`config.mk`:
```
export PLATFORM = sky130hd
export DESIGN_NAME = escape_aware_control_char_stripper
export DESIGN_NICKNAME = d
export VERILOG_FILES = /design/src/ecstrip_pkg.sv /design/src/escape_aware_control_char_stripper.sv /design/src/ecstrip_front.sv /design/src/ecstrip_fifo.sv /design/src/ecstrip_back.sv
export SDC_FILE = /design/constraint.sdc
export NUM_CORES = 1
export LEC_CHECK = 0
export ABC_AREA = 1
export CORE_AREA = 10 10 220 431
export CTS_BUF_LIST = sky130_fd_sc_hd__clkbuf_16
export CTS_CLUSTER_DIAMETER = 100
export DETAILED_ROUTE_END_ITERATION = 8
export DIE_AREA = 0 0 230 441
export DONT_BUFFER_PORTS = 1
export SKIP_CTS_REPAIR_TIMING = 1
export SLEW_MARGIN = 10
export SYNTH_ARGS = -nofsm -noshare
export SYNTH_HDL_FRONTEND = slang
export SYNTH_SLANG_ARGS = --single-unit
export TNS_END_PERCENT = 30
```
`constraint.sdc`:
```
create_clock -name clk -period 3.22 [get_ports clk]
set_clock_uncertainty 0.05 [all_clocks]
set_input_delay 0.161 -clock clk [delete_from_list [all_inputs] [get_ports clk]]
set_output_delay 0.161 -clock clk [all_outputs]
set_load 0.01 [all_outputs]
```
`src/ecstrip_pkg.sv`:
```
// shared types, constants and helper functions for the control character stripper
package ecstrip_pkg;

    localparam int SECTION_DEPTH = 32;
    localparam int CNT_W = $clog2(SECTION_DEPTH + 1);
    localparam int IDX_W = (SECTION_DEPTH > 1) ? $clog2(SECTION_DEPTH) : 1;
    localparam int FIFO_DEPTH = 4;
    localparam int FIFO_AW = $clog2(FIFO_DEPTH);
    localparam int MASK_W = 33;

    localparam logic [7:0] ESC_BYTE = 8'd92;
    localparam logic [7:0] DEL_BYTE = 8'd127;
    localparam logic [7:0] SPACE_BYTE = 8'd32;
    localparam logic [7:0] DELIM_RESET = 8'd34;

    typedef enum logic [1:0] {
        CFG_DELIM        = 2'd0,
        CFG_ENABLE       = 2'd1,
        CFG_KEEP_OUTER   = 2'd2,
        CFG_KEEP_SECTION = 2'd3
    } cfg_reg_t;

    typedef struct packed {
        logic [7:0]        delim;
        logic              enable;
        logic [MASK_W-1:0] keep_outer;
        logic [MASK_W-1:0] keep_section;
    } cfg_t;

    // one command per accepted item, handed from the front to the back
    typedef struct packed {
        logic [7:0]       data;
        logic             store;
        logic [IDX_W-1:0] store_idx;
        logic             flush;
        logic [CNT_W-1:0] flush_cnt;
        logic             flush_sect;
        logic             flush_ovf;
        logic             emit;
        logic             last;
    } cmd_t;

    typedef enum logic [2:0] {
        B_IDLE = 3'd0,
        B_RD   = 3'd1,
        B_CHK  = 3'd2,
        B_EMIT = 3'd3,
        B_END  = 3'd4
    } back_state_t;

    function automatic logic kept(input logic [7:0] b, input logic [MASK_W-1:0] mask);
        logic [7:0] bm1;
        logic       res;
        bm1 = b - 8'd1;
        if (b == 8'd0)
            res = 1'b0;
        else if (b <= SPACE_BYTE)
            res = mask[bm1[5:0]];
        else if (b == DEL_BYTE)
            res = mask[MASK_W-1];
        else
            res = 1'b1;
        return res;
    endfunction

endpackage

```
`src/escape_aware_control_char_stripper.sv`:
```
// top level: configuration registers and the front, queue and back
//
// Strips control bytes (1..32) and 127 from a text stream, with keep masks
// for bytes outside and inside delimited sections.
// Input channel in_valid/in_ready carries in_byte and in_last; in_last marks
// the final byte of a text. Output channel out_valid/out_ready carries
// out_byte, out_empty, out_last and out_overflow; out_empty marks an end-only
// item when the last byte of a text produced nothing.
// Configuration channel cfg_valid/cfg_ready takes cfg_index and cfg_data; it
// is always ready and must only be used while the block is idle.
// The back sequencer handles a buffered section byte or deleted outer byte in
// its idle state alone, adds the emit and end states for a kept outer byte,
// delimiter or end-only item, and a read and a check state per byte of a
// section flush, since each buffer read is registered; a 4-entry command
// queue lets the front keep accepting while the back works.
// Reset clears all escape and section state and loads register defaults;
// the section buffer is not cleared. If the receiver stalls, the output
// register and one staging register fill, then the queue, then in_ready drops.
module escape_aware_control_char_stripper (
    input  logic                            clk,
    input  logic                            rst_n,
    input  logic                            in_valid,
    output logic                            in_ready,
    input  logic [7:0]                      in_byte,
    input  logic                            in_last,
    output logic                            out_valid,
    input  logic                            out_ready,
    output logic [7:0]                      out_byte,
    output logic                            out_empty,
    output logic                            out_last,
    output logic                            out_overflow,
    input  logic                            cfg_valid,
    output logic                            cfg_ready,
    input  logic [1:0]                      cfg_index,
    input  logic [ecstrip_pkg::MASK_W-1:0]  cfg_data
);

    ecstrip_pkg::cfg_t cfg_reg;
    ecstrip_pkg::cmd_t push_cmd;
    ecstrip_pkg::cmd_t head_cmd;
    logic              fifo_full;
    logic              fifo_empty;
    logic              fifo_push;
    logic              fifo_pop;

    assign cfg_ready = 1'b1;

    always_ff @(posedge clk or negedge rst_n)
    begin
        if (!rst_n)
        begin
            cfg_reg.delim        <= ecstrip_pkg::DELIM_RESET;
            cfg_reg.enable       <= 1'b0;
            cfg_reg.keep_outer   <= '0;
            cfg_reg.keep_section <= '0;
        end
        else if (cfg_valid && cfg_ready)
        begin
            case (ecstrip_pkg::cfg_reg_t'(cfg_index))
                ecstrip_pkg::CFG_DELIM:        cfg_reg.delim        <= cfg_data[7:0];
                ecstrip_pkg::CFG_ENABLE:       cfg_reg.enable       <= cfg_data[0];
                ecstrip_pkg::CFG_KEEP_OUTER:   cfg_reg.keep_outer   <= cfg_data;
                ecstrip_pkg::CFG_KEEP_SECTION: cfg_reg.keep_section <= cfg_data;
                default:                       cfg_reg.enable       <= cfg_reg.enable;
            endcase
        end
    end

    ecstrip_front u_front (
        .clk       (clk),
        .rst_n     (rst_n),
        .cfg       (cfg_reg),
        .in_valid  (in_valid),
        .in_ready  (in_ready),
        .in_byte   (in_byte),
        .in_last   (in_last),
        .fifo_full (fifo_full),
        .fifo_push (fifo_push),
        .fifo_cmd  (push_cmd)
    );

    ecstrip_fifo u_fifo (
        .clk       (clk),
        .rst_n     (rst_n),
        .push      (fifo_push),
        .push_data (push_cmd),
        .full      (fifo_full),
        .pop       (fifo_pop),
        .head      (head_cmd),
        .empty     (fifo_empty)
    );

    ecstrip_back u_back (
        .clk          (clk),
        .rst_n        (rst_n),
        .cfg          (cfg_reg),
        .fifo_empty   (fifo_empty),
        .fifo_head    (head_cmd),
        .fifo_pop     (fifo_pop),
        .out_valid    (out_valid),
        .out_ready    (out_ready),
        .out_byte     (out_byte),
        .out_empty    (out_empty),
        .out_last     (out_last),
        .out_overflow (out_overflow)
    );

endmodule

```
`src/ecstrip_front.sv`:
```
// front end: accepts items, tracks escape and section state, issues commands
module ecstrip_front (
    input  logic                 clk,
    input  logic                 rst_n,
    input  ecstrip_pkg::cfg_t    cfg,
    input  logic                 in_valid,
    output logic                 in_ready,
    input  logic [7:0]           in_byte,
    input  logic                 in_last,
    input  logic                 fifo_full,
    output logic                 fifo_push,
    output ecstrip_pkg::cmd_t    fifo_cmd
);

    logic                          outer_esc_reg, outer_esc_next;
    logic                          in_sect_reg, in_sect_next;
    logic                          sect_esc_reg, sect_esc_next;
    logic [ecstrip_pkg::CNT_W-1:0] count_reg, count_next;
    logic                          accept;
    logic                          sect_on;
    logic                          sect_full;
    logic                          esc_use;
    logic                          run_outer;

    assign in_ready  = !fifo_full;
    assign accept    = in_valid && in_ready;
    assign fifo_push = accept;

    assign sect_on = cfg.enable && (cfg.delim != ecstrip_pkg::ESC_BYTE) && (cfg.delim != 8'd0);
    assign sect_full = (count_reg >= ecstrip_pkg::CNT_W'(ecstrip_pkg::SECTION_DEPTH));

    always_comb
    begin
        fifo_cmd       = '0;
        fifo_cmd.data  = in_byte;
        fifo_cmd.last  = in_last;
        outer_esc_next = outer_esc_reg;
        in_sect_next   = in_sect_reg;
        sect_esc_next  = sect_esc_reg;
        count_next     = count_reg;
        esc_use        = outer_esc_reg;
        run_outer      = 1'b0;

        if (in_sect_reg)
        begin
            if (in_byte != 8'd0 && in_byte == cfg.delim && !sect_esc_reg)
            begin
                // closing delimiter: section rules, then the delimiter itself
                fifo_cmd.flush      = 1'b1;
                fifo_cmd.flush_cnt  = count_reg;
                fifo_cmd.flush_sect = 1'b1;
                fifo_cmd.emit       = 1'b1;
                in_sect_next        = 1'b0;
                sect_esc_next       = 1'b0;
                outer_esc_next      = 1'b0;
                count_next          = '0;
            end
            else if (in_last || sect_full)
            begin
                // unclosed at end or buffer overflow: outer rules, byte goes outside
                fifo_cmd.flush     = 1'b1;
                fifo_cmd.flush_cnt = count_reg;
                fifo_cmd.flush_ovf = sect_full;
                in_sect_next       = 1'b0;
                esc_use            = sect_esc_reg;
                sect_esc_next      = 1'b0;
                count_next         = '0;
                run_outer          = 1'b1;
            end
            else
            begin
                fifo_cmd.store     = 1'b1;
                fifo_cmd.store_idx = count_reg[ecstrip_pkg::IDX_W-1:0];
                count_next         = count_reg + ecstrip_pkg::CNT_W'(1);
                sect_esc_next      = (in_byte == ecstrip_pkg::ESC_BYTE) ? !sect_esc_reg : 1'b0;
            end
        end
        else
        begin
            run_outer = 1'b1;
        end

        if (run_outer)
        begin
            if (sect_on && in_byte == cfg.delim && !esc_use)
            begin
                fifo_cmd.emit  = 1'b1;
                in_sect_next   = 1'b1;
                sect_esc_next  = 1'b0;
                count_next     = '0;
                outer_esc_next = 1'b0;
            end
            else
            begin
                fifo_cmd.emit  = ecstrip_pkg::kept(in_byte, cfg.keep_outer);
                outer_esc_next = (in_byte == ecstrip_pkg::ESC_BYTE) ? !esc_use : 1'b0;
            end
        end

        if (in_last)
        begin
            outer_esc_next = 1'b0;
            in_sect_next   = 1'b0;
            sect_esc_next  = 1'b0;
            count_next     = '0;
        end
    end

    always_ff @(posedge clk or negedge rst_n)
    begin
        if (!rst_n)
        begin
            outer_esc_reg <= 1'b0;
            in_sect_reg   <= 1'b0;
            sect_esc_reg  <= 1'b0;
            count_reg     <= '0;
        end
        else if (accept)
        begin
            outer_esc_reg <= outer_esc_next;
            in_sect_reg   <= in_sect_next;
            sect_esc_reg  <= sect_esc_next;
            count_reg     <= count_next;
        end
    end

endmodule

```
`src/ecstrip_fifo.sv`:
```
// short command queue between the front and the back
module ecstrip_fifo (
    input  logic                 clk,
    input  logic                 rst_n,
    input  logic                 push,
    input  ecstrip_pkg::cmd_t    push_data,
    output logic                 full,
    input  logic                 pop,
    output ecstrip_pkg::cmd_t    head,
    output logic                 empty
);

    ecstrip_pkg::cmd_t             entry_reg [ecstrip_pkg::FIFO_DEPTH];
    logic [ecstrip_pkg::FIFO_AW:0] wr_ptr_reg;
    logic [ecstrip_pkg::FIFO_AW:0] rd_ptr_reg;

    assign empty = (wr_ptr_reg == rd_ptr_reg);
    assign full  = (wr_ptr_reg[ecstrip_pkg::FIFO_AW] != rd_ptr_reg[ecstrip_pkg::FIFO_AW]) &&
                   (wr_ptr_reg[ecstrip_pkg::FIFO_AW-1:0] == rd_ptr_reg[ecstrip_pkg::FIFO_AW-1:0]);
    assign head  = entry_reg[rd_ptr_reg[ecstrip_pkg::FIFO_AW-1:0]];

    always_ff @(posedge clk)
    begin
        if (push && !full)
            entry_reg[wr_ptr_reg[ecstrip_pkg::FIFO_AW-1:0]] <= push_data;
    end

    always_ff @(posedge clk or negedge rst_n)
    begin
        if (!rst_n)
        begin
            wr_ptr_reg <= '0;
            rd_ptr_reg <= '0;
        end
        else
        begin
            if (push && !full)
                wr_ptr_reg <= wr_ptr_reg + (ecstrip_pkg::FIFO_AW + 1)'(1);
            if (pop && !empty)
                rd_ptr_reg <= rd_ptr_reg + (ecstrip_pkg::FIFO_AW + 1)'(1);
        end
    end

endmodule

```
`src/ecstrip_back.sv`:
```
// back end: section buffer, flush sequencer and output staging
module ecstrip_back (
    input  logic                 clk,
    input  logic                 rst_n,
    input  ecstrip_pkg::cfg_t    cfg,
    input  logic                 fifo_empty,
    input  ecstrip_pkg::cmd_t    fifo_head,
    output logic                 fifo_pop,
    output logic                 out_valid,
    input  logic                 out_ready,
    output logic [7:0]           out_byte,
    output logic                 out_empty,
    output logic                 out_last,
    output logic                 out_overflow
);

    logic [7:0]                    buf_mem [ecstrip_pkg::SECTION_DEPTH];
    logic [7:0]                    rd_reg;
    logic                          mem_we;

    ecstrip_pkg::back_state_t      state_reg, state_next;
    ecstrip_pkg::cmd_t             cmd_reg, cmd_next;
    logic [ecstrip_pkg::CNT_W-1:0] idx_reg, idx_next;
    logic [ecstrip_pkg::CNT_W-1:0] idx_inc;

    logic                          pend_valid_reg, pend_valid_next;
    logic [7:0]                    pend_data_reg, pend_data_next;
    logic                          pend_ovf_reg, pend_ovf_next;

    logic                          out_valid_reg, out_valid_next;
    logic [7:0]                    out_data_reg, out_data_next;
    logic                          out_empty_reg, out_empty_next;
    logic                          out_last_reg, out_last_next;
    logic                          out_ovf_reg, out_ovf_next;

    logic                          move_ok;
    logic                          push_ok;
    logic                          push_req;
    logic [7:0]                    push_data;
    logic                          push_ovf;
    logic [ecstrip_pkg::MASK_W-1:0] mask_sel;

    assign move_ok  = !out_valid_reg || out_ready;
    assign push_ok  = !pend_valid_reg || move_ok;
    assign idx_inc  = idx_reg + ecstrip_pkg::CNT_W'(1);
    assign mask_sel = cmd_reg.flush_sect ? cfg.keep_section : cfg.keep_outer;

    assign out_valid    = out_valid_reg;
    assign out_byte     = out_data_reg;
    assign out_empty    = out_empty_reg;
    assign out_last     = out_last_reg;
    assign out_overflow = out_ovf_reg;

    always_ff @(posedge clk)
    begin
        if (mem_we)
            buf_mem[fifo_head.store_idx] <= fifo_head.data;
        if (state_reg == ecstrip_pkg::B_RD)
            rd_reg <= buf_mem[idx_reg[ecstrip_pkg::IDX_W-1:0]];
    end

    always_comb
    begin
        state_next      = state_reg;
        cmd_next        = cmd_reg;
        idx_next        = idx_reg;
        pend_valid_next = pend_valid_reg;
        pend_data_next  = pend_data_reg;
        pend_ovf_next   = pend_ovf_reg;
        out_valid_next  = out_valid_reg;
        out_data_next   = out_data_reg;
        out_empty_next  = out_empty_reg;
        out_last_next   = out_last_reg;
        out_ovf_next    = out_ovf_reg;
        fifo_pop        = 1'b0;
        mem_we          = 1'b0;
        push_req        = 1'b0;
        push_data       = cmd_reg.data;
        push_ovf        = 1'b0;

        if (out_valid_reg && out_ready)
            out_valid_next = 1'b0;

        case (state_reg)
            ecstrip_pkg::B_IDLE:
            begin
                if (!fifo_empty)
                begin
                    fifo_pop = 1'b1;
                    cmd_next = fifo_head;
                    mem_we   = fifo_head.store;
                    if (fifo_head.flush && fifo_head.flush_cnt != '0)
                    begin
                        idx_next   = '0;
                        state_next = ecstrip_pkg::B_RD;
                    end
                    else if (fifo_head.emit || fifo_head.last)
                    begin
                        state_next = ecstrip_pkg::B_EMIT;
                    end
                end
            end
            ecstrip_pkg::B_RD:
            begin
                state_next = ecstrip_pkg::B_CHK;
            end
            ecstrip_pkg::B_CHK:
            begin
                push_req  = ecstrip_pkg::kept(rd_reg, mask_sel);
                push_data = rd_reg;
                push_ovf  = cmd_reg.flush_ovf;
                if (!push_req || push_ok)
                begin
                    idx_next   = idx_inc;
                    state_next = (idx_inc == cmd_reg.flush_cnt) ? ecstrip_pkg::B_EMIT
                                                                : ecstrip_pkg::B_RD;
                end
            end
            ecstrip_pkg::B_EMIT:
            begin
                push_req = cmd_reg.emit;
                if (!push_req || push_ok)
                    state_next = ecstrip_pkg::B_END;
            end
            ecstrip_pkg::B_END:
            begin
                // staged item goes out, carrying the end mark if this was the last item
                if (pend_valid_reg)
                begin
                    if (move_ok)
                    begin
                        out_valid_next  = 1'b1;
                        out_data_next   = pend_data_reg;
                        out_empty_next  = 1'b0;
                        out_last_next   = cmd_reg.last;
                        out_ovf_next    = pend_ovf_reg;
                        pend_valid_next = 1'b0;
                        state_next      = ecstrip_pkg::B_IDLE;
                    end
                end
                else if (cmd_reg.last)
                begin
                    if (move_ok)
                    begin
                        out_valid_next = 1'b1;
                        out_data_next  = 8'd0;
                        out_empty_next = 1'b1;
                        out_last_next  = 1'b1;
                        out_ovf_next   = 1'b0;
                        state_next     = ecstrip_pkg::B_IDLE;
                    end
                end
                else
                begin
                    state_next = ecstrip_pkg::B_IDLE;
                end
            end
            default:
            begin
                state_next = ecstrip_pkg::B_IDLE;
            end
        endcase

        // one item of lookahead so the end mark lands on the final result
        if (push_req && push_ok)
        begin
            if (pend_valid_reg)
            begin
                out_valid_next = 1'b1;
                out_data_next  = pend_data_reg;
                out_empty_next = 1'b0;
                out_last_next  = 1'b0;
                out_ovf_next   = pend_ovf_reg;
            end
            pend_valid_next = 1'b1;
            pend_data_next  = push_data;
            pend_ovf_next   = push_ovf;
        end
    end

    always_ff @(posedge clk or negedge rst_n)
    begin
        if (!rst_n)
        begin
            state_reg      <= ecstrip_pkg::B_IDLE;
            idx_reg        <= '0;
            pend_valid_reg <= 1'b0;
            out_valid_reg  <= 1'b0;
        end
        else
        begin
            state_reg      <= state_next;
            idx_reg        <= idx_next;
            pend_valid_reg <= pend_valid_next;
            out_valid_reg  <= out_valid_next;
        end
    end

    always_ff @(posedge clk)
    begin
        cmd_reg       <= cmd_next;
        pend_data_reg <= pend_data_next;
        pend_ovf_reg  <= pend_ovf_next;
        out_data_reg  <= out_data_next;
        out_empty_reg <= out_empty_next;
        out_last_reg  <= out_last_next;
        out_ovf_reg   <= out_ovf_next;
    end

    // staging register is always drained before the next command is taken
    a_idle_no_pend: assert property (@(posedge clk) disable iff (!rst_n)
        state_reg == ecstrip_pkg::B_IDLE |-> !pend_valid_reg)
        else $error("staged item left behind at idle");

    a_empty_marker: assert property (@(posedge clk) disable iff (!rst_n)
        out_valid_reg && out_empty_reg |-> out_last_reg && out_data_reg == 8'd0 && !out_ovf_reg)
        else $error("malformed end-only item");

    a_flush_index: assert property (@(posedge clk) disable iff (!rst_n)
        (state_reg == ecstrip_pkg::B_RD || state_reg == ecstrip_pkg::B_CHK)
        |-> idx_reg < cmd_reg.flush_cnt)
        else $error("flush index past buffered count");

endmodule

```
==> results of run 1 <==
-- Yosys cell counts (4+ instances only) --
library cell,n,area [um^2]
a21oi_1,27,135
a31oi_1,10,62.6
a32oi_1,10,87.6
buf_1,5,18.8
buf_2,13,65.1
buf_4,5,37.5
buf_6,8,90.1
clkbuf_1,77,289
clkinv_1,4,15.0
dfrtp_1,99,2480
dfxtp_1,11,220
edfxtp_1,391,11700
ha_1,13,163
inv_1,170,638
nand2_1,300,1130
nand3_1,102,510
nand3b_1,7,52.6
nand4_1,9,56.3
nor2_1,284,1070
nor3_1,14,70.1
o211ai_1,5,37.5
o21ai_0,310,1550
o21ai_1,6,30.0
o221ai_1,47,412
o22ai_1,47,294
xnor2_1,13,114
xor2_1,16,140
-- how the worst max path moves through the flow --
stage | cells after the start | to | slack (ns) | from
final | 16 | u_back.pend_data_reg[6] | 0.30 | u_back.rd_reg[0]
after global placement | 16 | u_back.pend_data_reg[4] | 0.25 | u_back.rd_reg[0]
after CTS | 16 | u_back.pend_data_reg[6] | 0.20 | u_back.rd_reg[0]
after floorplan | 6 | u_fifo.entry_reg[3][0] | 0.47 | u_fifo.rd_ptr_reg[0]
after detailed placement | 16 | u_back.pend_data_reg[4] | 0.22 | u_back.rd_reg[0]
after global routing | 16 | u_back.pend_data_reg[6] | 0.04 | u_back.rd_reg[0]
-- where the power goes --
part	internal [mW]	switching (mW)
clock network	2.81	2.32
logic	1.82	4.82
registers	8.92	0.537
total	13.5	7.68
-- per-stage QoR --
step | utilization | power (mW) | worst slack [ns] | std cells | instance area [um^2]
6_report | 0.290 | 21.2 | 0.300 | 3315 | 25500
5_1_grt | 0.290 | 22.3 | 0.0414 | 3315 | 25500
4_1_cts | 0.284 | 21.3 | 0.204 | 3264 | 25000
3_5_place_dp | 0.268 | 16.2 | 0.223 | 3189 | 23600
3_3_place_gp | 0.268 | 16.1 | 0.250 | 3189 | 23600
2_1_floorplan | - | 13.6 | 0.470 | 2038 | 21800
-- layer usage --
metal | GRT usage | vias up
li1 | - | 7253
met1 | 0.101 | 7288
met2 | 0.236 | 327
met3 | 0.0121 | 133
met4 | 0.0753 | 0
met5 | 0 | -
-- critical path, stage by stage, from the launching register on --
cell        delay, ns
edfxtp_1         0.40
inv_4            0.11
ha_1             0.24
xnor2_1          0.41
inv_1            0.17
nand3_1          0.12
nand2_1          0.06
nand2_1          0.05
nand2_1          0.05
inv_1            0.04
nand2_1          0.07
nand2_2          0.08
nand2_4          0.06
nand3_2          0.10
nand2_4          0.12
nand2_2          0.23
clkinvlp_4       0.26
-- cells by family (layout without fill, tap and decap cells) --
| kind of cell | Yosys count | after routing | synth area share |
|---|---|---|---|
| AND/OR/NAND/NOR | 733 | 733 | 0.138 |
| flip-flops | 503 | 503 | 0.664 |
| AO/OA/AOI/OAI | 472 | 472 | 0.123 |
| buffers and inverters | 286 | 392 | 0.0538 |
| XOR/XNOR | 30 | 30 | 0.0124 |
| adder cells (fa/ha/maj) | 13 | 13 | 0.00746 |
| other | 1 | 2 | 0.000172 |
-- area by class of cell --
cell class / count / area (um^2)
fill: 9163 / 62400
sequential: 503 / 14500
antenna: 1 / 2.50
tap: 1170 / 1460
inverter: 178 / 678
multi-input combinational: 1249 / 6210
timing repair buffer: 139 / 1260
clock buffer: 44 / 1100
clock inverter: 31 / 258
==> results.py, run 1 <==
metrics = {
    "status": {
        "status": "complete, but fails checks",
        "violations": "hold timing",
    },
    "power": {
        "powerDensity_nw_per_um2": 833,
        "p_leak_nw": 9.46,
        "peakVddDrop_mv": 0.675,
    },
    "setup_path": {
        "cp_max_fo": 19,
        "cp-end-kind": "flip-flop",
        "arrival_ns": 3.15,
        "r2r_slack_ns": 0.30,
        "reg2regPathDepth": 16,
        "required_ns": 3.45,
        "crit_type": "flip-flop to flip-flop",
        "reg2reg_to": "u_back.pend_data_reg[6]",
        "reg2reg_from": "u_back.rd_reg[0]",
        "crit_path_start_kind": "flip-flop",
    },
    "routing": {
        "routed_wl_um": 60200,
        "drc": 0,
        "highest_layer": "met4",
        "num_vias": 15000,
        "drt_pass1_iterations": 6,
        "drtIter0Drc": 809,
        "routedWlPerCell_um": 18.2,
        "wl_met3_um": 1710,
        "avgViaCountPerCell": 4.53,
        "final_antenna_net_count": 0,
        "dr_wl_met2_um": 35200,
        "drt-met1-wl_um": 19400,
    },
    "cts": {
        "clock_sinks": 503,
        "path_clk_slew_ns": 0.07,
        "cts_tree": "built",
        "cts-root-buf": "clkbuf_16",
        "clockBufferDepth": 3,
        "cts_inserted_buffers": 41,
        "htreeDepth": 2,
        "clock_latency_ns": 0.57,
    },
    "min_path": {
        "hold_depth": 7,
        "holdCritPathClass": "input pin to flip-flop",
        "hp-start": "in_byte[5]",
        "whs_endpoint": "u_front.outer_esc_reg",
    },
    "place": {
        "gp_congestion": 0.876,
        "hpwl_um": 42200,
        "io_buffers": 0,
    },
    "finish": {
        "final_common_cell": "edfxtp_1",
        "drive_gt1_frac": 0.0886,
        "synthToLayoutAreaGrowth_pct": 16.8,
        "largest_reg_flops": 256,
        "mostFrequentLayoutCells": "edfxtp_1, o21ai_0, nand2_1",
        "final_nets": 2174,
    },
    "die": {
        "die_y_um": 441,
        "ioPinCount": 63,
        "row_count": 154,
        "die_area_um2": 101000,
        "die_w_um": 230,
        "core_um2": 87900,
        "initial_core_util": 0.248,
    },
    "global_route": {
        "grt_pass1_wl_um": 89200,
        "antenna_found_initial": 1,
        "grt_usage": 0.114,
        "grt_max_degree": 102,
        "grt_remaining_overflow": 0,
        "grt_pass1_vias": 15000,
    },
    "synthesis": {
        "syn_nets": 2100,
        "yosys_warnings": 0,
        "avgSynthCellArea_um2": 10.7,
        "synth.distinct_cells": 47,
        "synthFlopType": "edfxtp_1",
        "synth_area_um2": 21800,
        "syn_inst": 2038,
        "async_flop_share": 0.201,
        "yosysSeqAreaShare": 0.664,
        "synth-seq-cells": 503,
        "synth-edff-count": 391,
    },
    "sta": {
        "rsz0062_at_grt": "no",
        "worstMarginPinSlew_ns": 0.741,
        "fin_hold_ws_ns": -0.0252,
        "setup_viol": 0,
        "fin_crit_sh": 0.907,
        "fmax_ghz": 0.342,
        "slew_viol_final": 0,
        "final.min_clock_period_ns": 2.92,
        "finalSetupTns_ns": 0,
        "slew-limit-headroom": 0.506,
        "hold_viol_final": 1,
    },
    "flow_run": {
        "maxCapViolCount": 0,
    },
}
(Power assumes the default switching activity.)
==> run 2, diff against run 1 <==
Settings changed: CORE_AREA 10 10 220 431 to 10 10 223 437, DIE_AREA 0 0 230 441 to 0 0 233 447, SYNTH_HIERARCHICAL set to 1.
==> run 2 against run 1 <==
Effect of this change: the flow still finishes with violations (hold timing); core utilization up 0.050 points; count of clock-buffer cells in the layout fell by 1; first-iteration DRC count rose by 22%; design area up 2.8%; flip-flop and latch count unchanged; global-route usage up 0.54 points; sequential share of layout area down 1.6 points; final cell count up 3.2%; worst setup slack improved by 0.0069 ns; via count is 8.4% higher; die area grew 2.7%; critical path type unchanged; critical endpoint is now u_back/pend_data_reg[2].
==> results.py, run 2 <==
metrics = {
    "min_path": {
        "holdCritPathClass": "input pin to flip-flop",
    },
    "die": {
        "die_y_um": 447,
        "initial_core_util": 0.249,
        "row_count": 156,
        "core_um2": 90200,
        "die_area_um2": 104000,
        "ioPinCount": 63,
        "die_w_um": 233,
    },
    "setup_path": {
        "path_delay_family": "simple AND/OR/NAND/NOR gates",
        "crit_type": "flip-flop to flip-flop",
        "required_ns": 3.41,
        "slowest_delay_ns": 0.40,
        "reg2regPathDepth": 14,
        "arrival_ns": 3.10,
        "cp-endpoint": "u_back/pend_data_reg[2]",
        "r2r_slack_ns": 0.31,
        "critPathLaunch": "u_back/rd_reg[0]",
        "cp_max_fo": 15,
        "crit_path_frequent_cell": "nand3_1",
        "reg2reg_from": "u_back/rd_reg[0]",
        "crit_chain": "inv_2, ha_2, inv_1, nand3_1, nand3_1, nand3_1, nand3_1, nand2_1, nand2_1, nand2_2, nand2_2, nand2_4, nand2_2, inv_1",
        "crit_path_start_kind": "flip-flop",
        "cp-end-kind": "flip-flop",
        "critPathBufInv": 3,
        "crit_cells": 14,
        "critPathSlowestCell": "edfxtp_1",
        "reg2reg_to": "u_back/pend_data_reg[2]",
    },
    "place": {
        "dp.cells": 3268,
        "hpwl_um": 44400,
        "io_buffers": 0,
        "gp_congestion": 0.903,
    },
    "synthesis": {
        "yosysSeqAreaShare": 0.646,
        "synth.most_common_cell": "nand2_1",
        "synth.distinct_cells": 49,
        "synth-seq-cells": 503,
        "synthFlopType": "edfxtp_1",
        "yosys-top-cells-count": "nand2_1, edfxtp_1, nor2_1",
        "yosys-top-cells-area": "edfxtp_1, dfrtp_1, nand2_1",
        "synth-edff-count": 391,
        "yosysTopAreaCellShare": 0.523,
        "syn_inst": 2126,
        "syn_nets": 2188,
        "synth_top_area_cell": "edfxtp_1",
        "async_flop_share": 0.201,
        "yosys_warnings": 6,
        "synth_area_um2": 22400,
        "avgSynthCellArea_um2": 10.6,
    },
    "global_route": {
        "grt_remaining_overflow": 0,
        "grt_usage": 0.120,
        "grt_pass1_wl_um": 95900,
        "grt_pass1_vias": 15900,
        "grt_max_degree": 102,
        "antenna_found_initial": 3,
    },
    "flow_run": {
        "maxCapViolCount": 0,
    },
    "finish": {
        "synthToLayoutAreaGrowth_pct": 16.7,
        "fillCellCount": 9363,
        "largest_reg_flops": 256,
        "fin_cells": 3422,
        "mostFrequentLayoutCells": "nand2_1, edfxtp_1, nor2_1",
        "drive_gt1_frac": 0.0948,
        "final_common_cell": "nand2_1",
        "final_nets": 2265,
    },
    "routing": {
        "avgViaCountPerCell": 4.75,
        "drt_pass1_iterations": 5,
        "routed_wl_um": 65500,
        "num_vias": 16300,
        "routedWlPerCell_um": 19.1,
        "drtIter0Drc": 984,
        "final_antenna_net_count": 0,
        "drc": 0,
    },
    "power": {
        "powerDensity_nw_per_um2": 861,
        "peakVddDrop_mv": 0.552,
        "p_leak_nw": 9.83,
        "totalPowerFinal_mw": 22.5,
    },
    "cts": {
        "path_clk_slew_ns": 0.07,
        "htreeDepth": 2,
        "clockBufferDepth": 3,
        "clock_latency_ns": 0.57,
        "clock_sinks": 503,
        "cts_tree": "built",
        "cts_inserted_buffers": 43,
        "cts-root-buf": "clkbuf_16",
    },
    "status": {
        "status": "complete, but fails checks",
        "violations": "hold timing",
    },
    "sta": {
        "fin_hold_ws_ns": -0.00320,
        "fmax_ghz": 0.343,
        "rsz0062_at_grt": "no",
        "fin_crit_sh": 0.905,
        "hold_viol_final": 1,
        "setup_viol": 0,
        "worstMarginPinSlew_ns": 0.863,
        "slew_viol_final": 0,
        "finalSetupTns_ns": 0,
        "final.min_clock_period_ns": 2.91,
        "slew-limit-headroom": 0.424,
    },
}
==> run 2: cell types whose count changed after synthesis, moves of 14 or more <==
| cell | delta |
|---|---|
| nand2_1 | +126 |
| o21ai_0 | -94 |
| nand4_1 | +72 |
| inv_1 | -56 |
| nand3_1 | +39 |
| clkbuf_1 | -29 |
| buf_2 | +26 |
| a21oi_1 | -22 |
| buf_4 | +14 |
==> run 2: final cells by class <==
cell class	count	area [um^2]	share of cell area
antenna	1	2.50	0.0000955
clock buffer	43	1080	0.0411
clock inverter	35	328	0.0125
inverter	127	493	0.0188
multi-input combinational	1368	6790	0.259
sequential	503	14500	0.554
tap	1185	1480	0.0566
timing repair buffer	160	1530	0.0583
==> run 2: worst reg2reg max path: cells and delay by family (launching register included) <==
kind / cells / cell delay [ns]
buf+inv: 3 / 0.67
fa+ha+maj: 1 / 0.33
simple gates: 10 / 1.12
flops: 1 / 0.40
==> run 2: worst min-delay path by stage <==
stage,end,depth (start not counted),startpoint
3_5_place_dp,u_back/out_valid,0,rst_n
5_1_grt,u_front/outer_esc_reg,6,in_byte[4]
6_report,u_front/outer_esc_reg,6,in_byte[4]
2_1_floorplan,cfg_reg[0],0,rst_n
3_3_place_gp,u_back/out_valid,0,rst_n
4_1_cts,u_back/out_valid,0,rst_n
==> run 2: routing by layer <==
layer	part of all wire	vias up	global-route usage	wire length [um]
met4	0.070	2	0.0746	4590
li1	-	7623	-	-
met5	0.00020	-	0	13
met3	0.039	176	0.0176	2540
met2	0.56	456	0.237	36700
met1	0.33	8007	0.111	21600
==> run 2: kinds of logic (layout without fill, tap and decap cells) <==
group / after synthesis / in the layout / synth area share
other: 1 / 2 / 0.000167
xor gates and xnor gates: 21 / 21 / 0.00903
DFF: 503 / 503 / 0.646
and+or+nand+nor: 983 / 983 / 0.192
buffers and inverters: 255 / 365 / 0.0544
adders and majority gates: 13 / 13 / 0.00725
AOI/OAI and AO/OA: 350 / 350 / 0.0915
==> run 2: where the power goes <==
part	switching [mW]	internal [mW]
combinational	5.54	2.16
clock	2.40	2.93
sequential	0.610	8.92
total	8.54	14.0
==> run 2: metrics by stage <==
step	setup slack, ns	util	area (um^2)	hold slack [ns]
2_1_floorplan	0.342	-	22400	-0.185
3_3_place_gp	0.244	0.266	24000	-0.181
3_5_place_dp	0.225	0.266	24000	-0.181
4_1_cts	0.203	0.281	25400	-0.794
5_1_grt	0.0808	0.290	26200	0.0265
6_report	0.307	0.290	26200	-0.00320
